### config.mk
export PLATFORM = sky130hd
export DESIGN_NAME = grid_shape_pixel_fill
export DESIGN_NICKNAME = d
export VERILOG_FILES = /design/src/sv/gspf_pkg.sv /design/src/sv/gspf_cfg.sv /design/src/sv/gspf_map.sv /design/src/sv/gspf_test.sv /design/src/sv/grid_shape_pixel_fill.sv
export SDC_FILE = /design/constraint.sdc
export NUM_CORES = 2
export LEC_CHECK = 0
export ABC_CLOCK_PERIOD_IN_PS = 18300
export BUFFER_PORTS_ARGS = -buffer_cell sky130_fd_sc_hd__buf_2
export CORE_MARGIN = 10
export CORE_UTILIZATION = 45
export CTS_CLUSTER_SIZE = 28
export DETAILED_ROUTE_END_ITERATION = 16
export SYNTH_ARGS = -nofsm -noshare
export SYNTH_HDL_FRONTEND = slang
export SYNTH_SLANG_ARGS = --single-unit
### constraint.sdc
create_clock -name clk -period 18.3 [get_ports clk]
set_input_delay 0.915 -clock clk [delete_from_list [all_inputs] [get_ports clk]]
set_output_delay 0.915 -clock clk [all_outputs]
set_load 0.01 [all_outputs]
### src/sv/gspf_pkg.sv
// Package for the grid shape pixel fill block: item and result types, the
// configuration bundle, register indexes, shape modes and the scale reciprocal table.
// Depends on nothing; every other file in sv/ imports it.
package gspf_pkg;

    localparam int PIX_W     = 9;
    localparam int COLOUR_W  = 16;
    localparam int CFG_IDX_W = 3;
    localparam int CFG_DAT_W = 16;
    localparam int MAX_GRID  = 64;
    localparam int MAX_SCALE = 16;

    localparam int RECIP_SHIFT = 14;
    localparam int RECIP_W     = RECIP_SHIFT + 1;
    localparam int PROD_W      = PIX_W + RECIP_W;
    localparam int GRID_W      = 7;
    localparam int SCALE_W     = 5;
    localparam int DIFF_W      = 11;
    localparam int MAG_W       = 8;
    localparam int SQ_W        = 2 * MAG_W;
    localparam int QUAD_W      = 2 * SQ_W;

    typedef enum logic [1:0] {
        MODE_CLEAR   = 2'd0,
        MODE_RECT    = 2'd1,
        MODE_ELLIPSE = 2'd2,
        MODE_NONE    = 2'd3
    } shape_mode_t;

    localparam logic [CFG_IDX_W-1:0] REG_SHAPE_MODE  = 3'd0;
    localparam logic [CFG_IDX_W-1:0] REG_SHAPE_X     = 3'd1;
    localparam logic [CFG_IDX_W-1:0] REG_SHAPE_Y     = 3'd2;
    localparam logic [CFG_IDX_W-1:0] REG_SHAPE_W     = 3'd3;
    localparam logic [CFG_IDX_W-1:0] REG_SHAPE_H     = 3'd4;
    localparam logic [CFG_IDX_W-1:0] REG_CELL_SCALE  = 3'd5;
    localparam logic [CFG_IDX_W-1:0] REG_GRID_SIZE   = 3'd6;
    localparam logic [CFG_IDX_W-1:0] REG_FILL_COLOUR = 3'd7;

    // Ceiling of 2^RECIP_SHIFT / scale; exact quotients for all 9-bit pixels.
    localparam logic [RECIP_W-1:0] SCALE_RECIP [MAX_SCALE+1] = '{
        15'd16384, 15'd16384, 15'd8192, 15'd5462, 15'd4096, 15'd3277,
        15'd2731, 15'd2341, 15'd2048, 15'd1821, 15'd1639, 15'd1490,
        15'd1366, 15'd1261, 15'd1171, 15'd1093, 15'd1024
    };

    typedef struct packed {
        logic [PIX_W-1:0] pixel_x;
        logic [PIX_W-1:0] pixel_y;
    } gspf_in_t;

    typedef struct packed {
        logic                write_pixel;
        logic [COLOUR_W-1:0] pixel_colour;
        logic [PIX_W-1:0]    out_x;
        logic [PIX_W-1:0]    out_y;
    } gspf_out_t;

    typedef struct packed {
        shape_mode_t         mode;
        logic [7:0]          shape_x;
        logic [7:0]          shape_y;
        logic [8:0]          shape_w;
        logic [8:0]          shape_h;
        logic [GRID_W-1:0]   grid;
        logic [RECIP_W-1:0]  recip;
        logic [SQ_W-1:0]     rx2;
        logic [SQ_W-1:0]     ry2;
        logic [QUAD_W-1:0]   rxry;
        logic [COLOUR_W-1:0] colour;
    } gspf_cfg_t;

    typedef struct packed {
        logic [PIX_W-1:0] px;
        logic [PIX_W-1:0] py;
        logic             in_grid;
        logic             rect_hit;
        logic             ell_ok;
        logic [MAG_W-1:0] dx_mag;
        logic [MAG_W-1:0] dy_mag;
    } gspf_cell_t;

endpackage

### src/sv/gspf_cfg.sv
// Configuration registers of the grid shape pixel fill block, with the
// saturated scale reciprocal and the radius products kept in registers.
// Depends on gspf_pkg.
module gspf_cfg (
    input  logic                            clk,
    input  logic                            rst_n,
    input  logic                            cfg_we,
    input  logic [gspf_pkg::CFG_IDX_W-1:0]  cfg_index,
    input  logic [gspf_pkg::CFG_DAT_W-1:0]  cfg_data,
    output gspf_pkg::gspf_cfg_t             cfg
);
    import gspf_pkg::*;

    logic [1:0]          mode_reg;
    logic [7:0]          shape_x_reg;
    logic [7:0]          shape_y_reg;
    logic [8:0]          shape_w_reg;
    logic [8:0]          shape_h_reg;
    logic [SCALE_W-1:0]  scale_reg;
    logic [GRID_W-1:0]   grid_size_reg;
    logic [COLOUR_W-1:0] colour_reg;
    logic [RECIP_W-1:0]  recip_reg;
    logic [SQ_W-1:0]     rx2_reg;
    logic [SQ_W-1:0]     ry2_reg;
    logic [QUAD_W-1:0]   rxry_reg;

    logic [SCALE_W-1:0]  scale_eff;
    logic [GRID_W-1:0]   grid_eff;
    logic [RECIP_W-1:0]  recip_next;
    logic [SQ_W-1:0]     rx2_next;
    logic [SQ_W-1:0]     ry2_next;
    logic [QUAD_W-1:0]   rxry_next;

    always_comb
    begin
        if (scale_reg == '0)
        begin
            scale_eff = SCALE_W'(1);
        end
        else if (scale_reg > SCALE_W'(MAX_SCALE))
        begin
            scale_eff = SCALE_W'(MAX_SCALE);
        end
        else
        begin
            scale_eff = scale_reg;
        end
        grid_eff   = (grid_size_reg > GRID_W'(MAX_GRID)) ? GRID_W'(MAX_GRID) : grid_size_reg;
        recip_next = SCALE_RECIP[scale_eff];
        rx2_next   = shape_w_reg[MAG_W-1:0] * shape_w_reg[MAG_W-1:0];
        ry2_next   = shape_h_reg[MAG_W-1:0] * shape_h_reg[MAG_W-1:0];
        rxry_next  = rx2_reg * ry2_reg;
    end

    always_ff @(posedge clk or negedge rst_n)
    begin
        if (!rst_n)
        begin
            mode_reg      <= MODE_CLEAR;
            shape_x_reg   <= '0;
            shape_y_reg   <= '0;
            shape_w_reg   <= '0;
            shape_h_reg   <= '0;
            scale_reg     <= SCALE_W'(1);
            grid_size_reg <= GRID_W'(16);
            colour_reg    <= '0;
            recip_reg     <= SCALE_RECIP[1];
            rx2_reg       <= '0;
            ry2_reg       <= '0;
            rxry_reg      <= '0;
        end
        else
        begin
            recip_reg <= recip_next;
            rx2_reg   <= rx2_next;
            ry2_reg   <= ry2_next;
            rxry_reg  <= rxry_next;
            if (cfg_we)
            begin
                unique case (cfg_index)
                    REG_SHAPE_MODE:  mode_reg      <= cfg_data[1:0];
                    REG_SHAPE_X:     shape_x_reg   <= cfg_data[7:0];
                    REG_SHAPE_Y:     shape_y_reg   <= cfg_data[7:0];
                    REG_SHAPE_W:     shape_w_reg   <= cfg_data[8:0];
                    REG_SHAPE_H:     shape_h_reg   <= cfg_data[8:0];
                    REG_CELL_SCALE:  scale_reg     <= cfg_data[SCALE_W-1:0];
                    REG_GRID_SIZE:   grid_size_reg <= cfg_data[GRID_W-1:0];
                    REG_FILL_COLOUR: colour_reg    <= cfg_data[COLOUR_W-1:0];
                    default:         mode_reg      <= mode_reg;
                endcase
            end
        end
    end

    always_comb
    begin
        cfg.mode    = shape_mode_t'(mode_reg);
        cfg.shape_x = shape_x_reg;
        cfg.shape_y = shape_y_reg;
        cfg.shape_w = shape_w_reg;
        cfg.shape_h = shape_h_reg;
        cfg.grid    = grid_eff;
        cfg.recip   = recip_reg;
        cfg.rx2     = rx2_reg;
        cfg.ry2     = ry2_reg;
        cfg.rxry    = rxry_reg;
        cfg.colour  = colour_reg;
    end

endmodule

### src/sv/gspf_map.sv
// First two pipeline stages: pixel to grid cell by reciprocal multiply, then
// cell offsets and the grid, rectangle and ellipse bound tests.
// Depends on gspf_pkg.
module gspf_map (
    input  logic                 clk,
    input  logic                 rst_n,
    input  logic                 in_valid,
    input  gspf_pkg::gspf_in_t   in_item,
    input  gspf_pkg::gspf_cfg_t  cfg,
    output logic                 cell_valid,
    output gspf_pkg::gspf_cell_t cell_item
);
    import gspf_pkg::*;

    logic              a_valid_reg;
    logic [PIX_W-1:0]  a_px_reg;
    logic [PIX_W-1:0]  a_py_reg;
    logic [PROD_W-1:0] a_prodx_reg;
    logic [PROD_W-1:0] a_prody_reg;

    logic       b_valid_reg;
    gspf_cell_t b_cell_reg;
    gspf_cell_t b_cell_next;

    logic [PIX_W-1:0]         cx;
    logic [PIX_W-1:0]         cy;
    logic signed [DIFF_W-1:0] dx;
    logic signed [DIFF_W-1:0] dy;
    logic signed [DIFF_W-1:0] sx_ext;
    logic signed [DIFF_W-1:0] sy_ext;
    logic signed [DIFF_W-1:0] sw_ext;
    logic signed [DIFF_W-1:0] sh_ext;
    logic signed [DIFF_W-1:0] neg_sw;
    logic signed [DIFF_W-1:0] neg_sh;
    logic signed [DIFF_W-1:0] zero_s;
    logic signed [DIFF_W-1:0] abs_dx;
    logic signed [DIFF_W-1:0] abs_dy;
    logic                     rx_pos;
    logic                     ry_pos;

    always_comb
    begin
        cx     = a_prodx_reg[RECIP_SHIFT +: PIX_W];
        cy     = a_prody_reg[RECIP_SHIFT +: PIX_W];
        sx_ext = {{(DIFF_W-8){cfg.shape_x[7]}}, cfg.shape_x};
        sy_ext = {{(DIFF_W-8){cfg.shape_y[7]}}, cfg.shape_y};
        sw_ext = {{(DIFF_W-9){cfg.shape_w[8]}}, cfg.shape_w};
        sh_ext = {{(DIFF_W-9){cfg.shape_h[8]}}, cfg.shape_h};
        neg_sw = -sw_ext;
        neg_sh = -sh_ext;
        zero_s = '0;
        dx     = $signed({{(DIFF_W-PIX_W){1'b0}}, cx}) - sx_ext;
        dy     = $signed({{(DIFF_W-PIX_W){1'b0}}, cy}) - sy_ext;
        abs_dx = (dx < zero_s) ? -dx : dx;
        abs_dy = (dy < zero_s) ? -dy : dy;
        rx_pos = sw_ext > zero_s;
        ry_pos = sh_ext > zero_s;

        b_cell_next.px       = a_px_reg;
        b_cell_next.py       = a_py_reg;
        b_cell_next.in_grid  = (cx < {{(PIX_W-GRID_W){1'b0}}, cfg.grid})
                            && (cy < {{(PIX_W-GRID_W){1'b0}}, cfg.grid});
        b_cell_next.rect_hit = (dx >= zero_s) && (dx < sw_ext)
                            && (dy >= zero_s) && (dy < sh_ext);
        b_cell_next.ell_ok   = rx_pos && ry_pos
                            && (dx >= neg_sw) && (dx <= sw_ext)
                            && (dy >= neg_sh) && (dy <= sh_ext);
        b_cell_next.dx_mag   = abs_dx[MAG_W-1:0];
        b_cell_next.dy_mag   = abs_dy[MAG_W-1:0];
    end

    always_ff @(posedge clk or negedge rst_n)
    begin
        if (!rst_n)
        begin
            a_valid_reg <= 1'b0;
            b_valid_reg <= 1'b0;
        end
        else
        begin
            a_valid_reg <= in_valid;
            b_valid_reg <= a_valid_reg;
        end
    end

    always_ff @(posedge clk)
    begin
        a_px_reg    <= in_item.pixel_x;
        a_py_reg    <= in_item.pixel_y;
        a_prodx_reg <= in_item.pixel_x * cfg.recip;
        a_prody_reg <= in_item.pixel_y * cfg.recip;
        b_cell_reg  <= b_cell_next;
    end

    assign cell_valid = b_valid_reg;
    assign cell_item  = b_cell_reg;

endmodule

### src/sv/gspf_test.sv
// Last three pipeline stages: offset squares, radius-weighted products and
// the ellipse compare, then the per-mode write decision into the result register.
// Depends on gspf_pkg.
module gspf_test (
    input  logic                 clk,
    input  logic                 rst_n,
    input  logic                 cell_valid,
    input  gspf_pkg::gspf_cell_t cell_item,
    input  gspf_pkg::gspf_cfg_t  cfg,
    output logic                 result_valid,
    output gspf_pkg::gspf_out_t  result
);
    import gspf_pkg::*;

    typedef struct packed {
        logic [PIX_W-1:0] px;
        logic [PIX_W-1:0] py;
        logic             in_grid;
        logic             rect_hit;
        logic             ell_ok;
    } flags_t;

    logic             c_valid_reg;
    flags_t           c_flags_reg;
    logic [SQ_W-1:0]  c_dx2_reg;
    logic [SQ_W-1:0]  c_dy2_reg;

    logic              d_valid_reg;
    flags_t            d_flags_reg;
    logic [QUAD_W-1:0] d_a_reg;
    logic [QUAD_W-1:0] d_b_reg;

    logic        result_valid_reg;
    gspf_out_t   result_reg;
    gspf_out_t   result_next;

    logic [QUAD_W:0] sum;
    logic            ell_in;

    always_comb
    begin
        sum    = {1'b0, d_a_reg} + {1'b0, d_b_reg};
        ell_in = sum <= {1'b0, cfg.rxry};

        result_next.pixel_colour = cfg.colour;
        result_next.out_x        = d_flags_reg.px;
        result_next.out_y        = d_flags_reg.py;
        unique case (cfg.mode)
            MODE_CLEAR:   result_next.write_pixel = 1'b1;
            MODE_RECT:    result_next.write_pixel = d_flags_reg.in_grid
                                                  && d_flags_reg.rect_hit;
            MODE_ELLIPSE: result_next.write_pixel = d_flags_reg.in_grid
                                                  && d_flags_reg.ell_ok && ell_in;
            MODE_NONE:    result_next.write_pixel = 1'b0;
            default:      result_next.write_pixel = 1'b0;
        endcase
    end

    always_ff @(posedge clk or negedge rst_n)
    begin
        if (!rst_n)
        begin
            c_valid_reg      <= 1'b0;
            d_valid_reg      <= 1'b0;
            result_valid_reg <= 1'b0;
        end
        else
        begin
            c_valid_reg      <= cell_valid;
            d_valid_reg      <= c_valid_reg;
            result_valid_reg <= d_valid_reg;
        end
    end

    always_ff @(posedge clk)
    begin
        c_flags_reg.px       <= cell_item.px;
        c_flags_reg.py       <= cell_item.py;
        c_flags_reg.in_grid  <= cell_item.in_grid;
        c_flags_reg.rect_hit <= cell_item.rect_hit;
        c_flags_reg.ell_ok   <= cell_item.ell_ok;
        c_dx2_reg            <= cell_item.dx_mag * cell_item.dx_mag;
        c_dy2_reg            <= cell_item.dy_mag * cell_item.dy_mag;
        d_flags_reg          <= c_flags_reg;
        d_a_reg              <= c_dx2_reg * cfg.ry2;
        d_b_reg              <= c_dy2_reg * cfg.rx2;
        result_reg           <= result_next;
    end

    assign result_valid = result_valid_reg;
    assign result       = result_reg;

endmodule

### src/sv/grid_shape_pixel_fill.sv
// Top level of the grid shape pixel fill block: configuration registers and
// the five-stage coverage pipeline. Depends on gspf_pkg, gspf_cfg, gspf_map, gspf_test.
//
// The block takes one pixel in every clock cycle and never raises busy; each
// item gives exactly one result, strobed by result_valid, in the order taken.
// The item passes through five register stages, the first of which loads at
// the accepting edge: the reciprocal multiply that maps a pixel to its cell,
// the offset and bound tests, the offset squares, the radius-weighted products
// and the final compare. The receiver cannot hold results off, so results must
// be taken in the cycle they appear. A register write takes effect once the
// derived scale reciprocal and radius products, held in registers, settle.
module grid_shape_pixel_fill (
    input  logic                            clk,
    input  logic                            rst_n,
    input  logic                            start,
    output logic                            busy,
    input  gspf_pkg::gspf_in_t              in_item,
    output logic                            result_valid,
    output gspf_pkg::gspf_out_t             result,
    input  logic                            cfg_we,
    input  logic [gspf_pkg::CFG_IDX_W-1:0]  cfg_index,
    input  logic [gspf_pkg::CFG_DAT_W-1:0]  cfg_data
);
    import gspf_pkg::*;

    gspf_cfg_t  cfg;
    logic       cell_valid;
    gspf_cell_t cell_item;

    assign busy = 1'b0;

    gspf_cfg u_cfg (
        .clk       (clk),
        .rst_n     (rst_n),
        .cfg_we    (cfg_we),
        .cfg_index (cfg_index),
        .cfg_data  (cfg_data),
        .cfg       (cfg)
    );

    gspf_map u_map (
        .clk        (clk),
        .rst_n      (rst_n),
        .in_valid   (start),
        .in_item    (in_item),
        .cfg        (cfg),
        .cell_valid (cell_valid),
        .cell_item  (cell_item)
    );

    gspf_test u_test (
        .clk          (clk),
        .rst_n        (rst_n),
        .cell_valid   (cell_valid),
        .cell_item    (cell_item),
        .cfg          (cfg),
        .result_valid (result_valid),
        .result       (result)
    );

endmodule
# Word-level counts from Yosys, hierarchy flattened
# Memories as Yosys holds them, arrays and structs flattened. A register that Yosys moved wholly into a read port is not among the register bits.
# Cells that the tools add are included.
[totals]
input_bits = 41
memories = 1
regBits = 407
word_cells = 120
output_inout_bits = 37
romBits = 480
[memory_table]
columns = ["name", "depth", "width", "read_ports", "rd_clocked_by_memory_dff", "wr", "line", "source"]
rows = [
  ["(no name shown)", 32, 15, 1, 1, 0, "gspf_cfg.sv:49", "recip_next = SCALE_RECIP[scale_eff];"],
]
[op_classes]
bitwise_logic = 1
muxes = 6
order_cmp = 17
eq_ne = 10
reduce_logical = 24
multipliers = 9
n_addsub = 7
[ops]
columns = ["cell", "count"]
rows = [
  ["$mul 16x16->32", 3],
  ["$mul 8x8->16", 4],
  ["$mul 9x15->23", 2],
  ["$add 32x32->33", 1],
  ["$le 33x32->1", 1],
  ["$ge 11x1->1 const B", 2],
  ["$ge 11x11->1", 2],
  ["$le 11x9->1", 2],
  ["$lt 11x1->1 const B", 2],
  ["$lt 11x9->1", 2],
  ["$neg 9->11", 2],
  ["$sub 10x8->11", 2],
  ["$gt 9x1->1 const B", 2],
  ["$lt 9x7->1", 2],
  ["$mux 8", 2],
  ["$neg 8->8", 2],
  ["$reduce_and 2->1", 8],
  ["$eq 3x3->1 const B", 4],
  ["$logic_and 1x1->1", 12],
  ["$mux 5", 2],
  ["$gt 7x7->1 const B", 1],
  ["$mux 7", 1],
  ["$eq 3x2->1 const B", 2],
  ["$not 5->6", 1],
  ["9 further kinds", 10],
]

# Logic depth before layout (Yosys ltp)
[depth]
word_depth = 6
mapped_depth = 24
depth_no_buf = 23

# By module
# A second synthesis with hierarchy kept.
[hier_totals]
cells_unflattened = 5614
hier_area_um2 = 53017.1
[by_module_without_submodules]
columns = ["mod", "area_per_inst_um2", "seq_area_each_um2", "n_inst", "cells_each"]
rows = [
  ["gspf_test", 25114.1, 3498.4, 1, 2681],
  ["gspf_cfg", 16075.4, 3507.1, 1, 1604],
  ["gspf_map", 11816.3, 1511.4, 1, 1327],
  ["grid_shape_pixel_fill", 11.3, 0.0, 1, 2],
]

# Least setup slack after synthesis
# No wires, ideal clock.
[synth_timing]
path_kind = "register -> register"
start = "reg u_cfg.rx2_reg[4]"
end = "reg u_test.d_b_reg[31]"
path_stages_with_launch = 22
path_slack_ns = 12.275
t_arrival_ns = 5.894
synth_period_minus_slack_ns = 6.025
t_required_ns = 18.170
setup_ns = 0.130
path_buffers = 1
cell_sequence = "dfrtp_1 -> clkbuf_1 -> and2_1 -> fa_1 -> inv_1 -> fa_1 -> fa_1 -> fa_1 -> inv_1 -> fa_1 -> inv_1 -> fa_1 -> inv_1 -> ha_1 -> and3_1 -> a221o_1 -> a31o_2 -> a2111o_1 -> nand2_1 -> o311ai_1 -> a2111oi_1 -> nor3b_1"
[synth_between]
elab_chain_len = 1
[synth_lines]
columns = ["element", "line", "source"]
rows = [
  ["from (decl)", "gspf_cfg.sv:23", "logic [SQ_W-1:0] rx2_reg;"],
  ["from (signal assigned)", "gspf_cfg.sv:75", "rx2_reg <= rx2_next;"],
  ["$mul 16x16->32", "gspf_test.sv:86", "d_b_reg <= c_dy2_reg * cfg.rx2;"],
  ["to (signal assigned)", "gspf_test.sv:86", ""],
  ["to (decl)", "gspf_test.sv:31", "logic [QUAD_W-1:0] d_b_reg;"],
]
# No other way between the ends.
# A chain may end at the register's enable or synchronous reset.

# Worst setup path after layout
[layout_timing]
start = "reg u_test.c_dy2_reg[9]"
end = "reg u_test.d_b_reg[30]"
[layout_between]
elab_chain_len = 1
[layout_lines]
columns = ["element", "line", "source"]
rows = [
  ["from (decl)", "gspf_test.sv:26", "logic [SQ_W-1:0] c_dy2_reg;"],
  ["from (signal assigned)", "gspf_test.sv:83", "c_dy2_reg <= cell_item.dy_mag * cell_item.dy_mag;"],
  ["$mul 16x16->32", "gspf_test.sv:86", ""],
]
# No other way between the ends.

==> results.toml <==
[status]
status = "complete, no violations"

[cells_and_area]
nets = 7141
final_layout_size_suffix_gt1_frac = 0.0454
diodes = 0
layout_commonest_cell = "inv_1"
fillers = 10901
syn2layout_area_growth_pct = 6.84
largest_reg_flops = 37
final_cell_mix = "inv_1 (1134), fa_1 (808), ha_1 (691)"

[yosys]
synth-compound-area-share = 0.0668
synth_seq_area_share = 0.162
ys_ff_latch = 387
avgSynthCellArea_um2 = 9.32
synthSimpleGateAreaFrac = 0.149
syn_inst = 5596
netlist_area_um2 = 52200
synth_edf_count = 0
yosys_warnings = 0
dominantRegCellSynth = "dfxtp_1"
synth-adder-area-share = 0.476
muxShareOfSynthArea = 0.0118
synth_top_family_by_area = "adder cells"
yosysUniqueCellTypes = 78
synth_xor_area_frac = 0.0384
synthArstFlopShare = 0.375

[sta]
fin_setup_tns_ns = 0
max-slew-margin-rel = 0.335
period_share = 0.366
worst_slew_pin_slew_ns = 0.993
fmax_mhz = 149
rsz0062_at_grt = "false"
finalSetupViolCount = 0
min_period_ns = 6.69
fin_skew_ns = 0.0582
final_hold_viol_count = 0
maxSlewViolCount = 0

[route]
drtAntennaViolNets = 0
first_iter_violations = 1880
drc = 0
wl_per_cell_um = 17.1
totalWireLength_um = 122000
avgViaCountPerCell = 5.07
via_count = 36253
drt_first_pass_iters = 7

[min_path]
hp-class = "input port to async pin"

[clock_tree]
cts_buffer_depth = 3
clk_pin_slew_ns = 0.06
clock-sinks = 387
ctsResizeCount = 0
cts_tree = "done"
worstSkewPairLatency_ns = 0.67
post-cts-setup-buffer-count = 0
cts_hold_buf = 0
htreeDepth = 2
cts-buffers-inserted = 46
cts_root_buf = "clkbuf_16"

[global_route]
grt_pass1_vias = 38025
grt_pass1_wl_um = 203000
antenna_found_initial = 5
gr-total-overflow = 0
grt_util_all_layers = 0.191
grt_max_degree = 87

[setup_path]
r2r_start = "u_test.c_dy2_reg[9]"
crit_fanout = 15
timing.rr.end = "u_test.d_b_reg[30]"
crit_required_ns = 18.84
crit_type = "flip-flop to flip-flop"
crit_chain = "nand2_1 -> fa_1 -> fa_1 -> inv_1 -> fa_1 -> fa_1 -> fa_1 -> inv_1 -> fa_1 -> inv_1 -> ha_1 -> o21ai_0 -> a21o_1 -> a2111o_1 -> o221ai_1 -> o31ai_1 -> o2111a_1 -> o21bai_1 -> a21oi_1 -> xnor2_1"
reg2reg_slack_ns = 11.61
reg2regPathDepth = 20
crit_arrival_ns = 7.24
cp-end-kind = "flip-flop"
slowest_stage = "dfxtp_1"
slowest_delay_ns = 0.79
critPathLaunchType = "flip-flop"
crit_path_frequent_cell = "fa_1"

[die]
dieHeight_um = 361
core-area_um2 = 115000
start_util = 0.455
die_x_um = 361
io_pins = 78
row_count = 124
die_area_um2 = 130000

[run]
drv_cap = 0

[place]
io_buffers = 76
dpl.hpwl_um = 96200
gp_congestion = 0.864
critical path, delay by kind of cell, from the launching register on:
| kind | cells | cell delay, ns |
|---|---|---|
| flip-flops | 1 | 0.79 |
| adder cells (fa/ha/maj) | 7 | 3.36 |
| buffers and inverters | 3 | 0.15 |
| AO/OA/AOI/OAI | 8 | 1.95 |
| AND/OR/NAND/NOR | 1 | 0.18 |
| XOR/XNOR | 1 | 0.14 |
layer usage:
| layer | vias to the layer above | share of wire | routed length, um | global-route usage |
|---|---|---|---|---|
| li1 | 17252 | - | - | - |
| met1 | 18154 | 0.46 | 55900 | 0.259 |
| met2 | 691 | 0.47 | 57500 | 0.321 |
| met3 | 154 | 0.047 | 5750 | 0.0253 |
| met4 | 2 | 0.024 | 2900 | 0.0480 |
| met5 | - | 0.000057 | 7 | 0 |
synth_stat cells, types with 100 or more instances:
master       n  area (um2)
a21oi_1    157         786
dfrtp_1    142        3550
nand2_1    608        2280
dfxtp_1    242        4840
and2_1     527        3300
fa_1       808       16200
inv_1     1134        4260
ha_1       691        8650
xnor2_1    170        1490
o21ai_0    100         500
nor2_1     172         646
clkbuf_1   186         698
cell type report:
cell class	count	area, um2	share of cell area
clock buffers	63	1280	0.0231
clock inverters	22	318	0.00570
inverters	1140	4280	0.0768
multi-input cells	3915	38800	0.697
flip-flops and latches	387	8480	0.152
well taps	1512	1890	0.0339
repair buffers	111	649	0.0117
logic make-up after synthesis:
| group | count (synthesis) |
|---|---|
| DFF | 387 |
| buffers and inverters | 1329 |
| adders and majority gates | 1499 |
| and+or+nand+nor | 1561 |
| AOI/OAI and AO/OA | 535 |
| muxes | 54 |
| other | 2 |
| xor gates and xnor gates | 229 |
metrics by stage:
stage	hold WS (ns)	instances	instance area [um2]	util	setup WS [ns]
6_report	0.311	7150	55700	0.486	11.61
5_1_grt	0.313	7150	55700	0.486	11.25
4_1_cts	0.294	7150	55700	0.486	11.62
3_5_place_dp	0.312	7065	54100	0.472	11.69
3_3_place_gp	0.310	7065	54100	0.472	11.80
2_1_floorplan	0.310	5631	52300	-	12.28
worst max path at each step:
stage	start	endpoint	cells past startpoint
floorplan	u_cfg.rx2_reg[4]	u_test.d_b_reg[31]	21
global placement	u_test.c_dy2_reg[9]	u_test.d_b_reg[31]	19
detailed placement	u_test.c_dy2_reg[8]	u_test.d_b_reg[30]	21
CTS	u_test.c_dy2_reg[8]	u_test.d_b_reg[30]	21
global route	u_test.c_dy2_reg[8]	u_test.d_b_reg[31]	19
finish	u_test.c_dy2_reg[9]	u_test.d_b_reg[30]	20
Power is left out: the tool's default activity adds up to more than one toggle a clock period on the data nets, which glitch-free logic cannot reach.
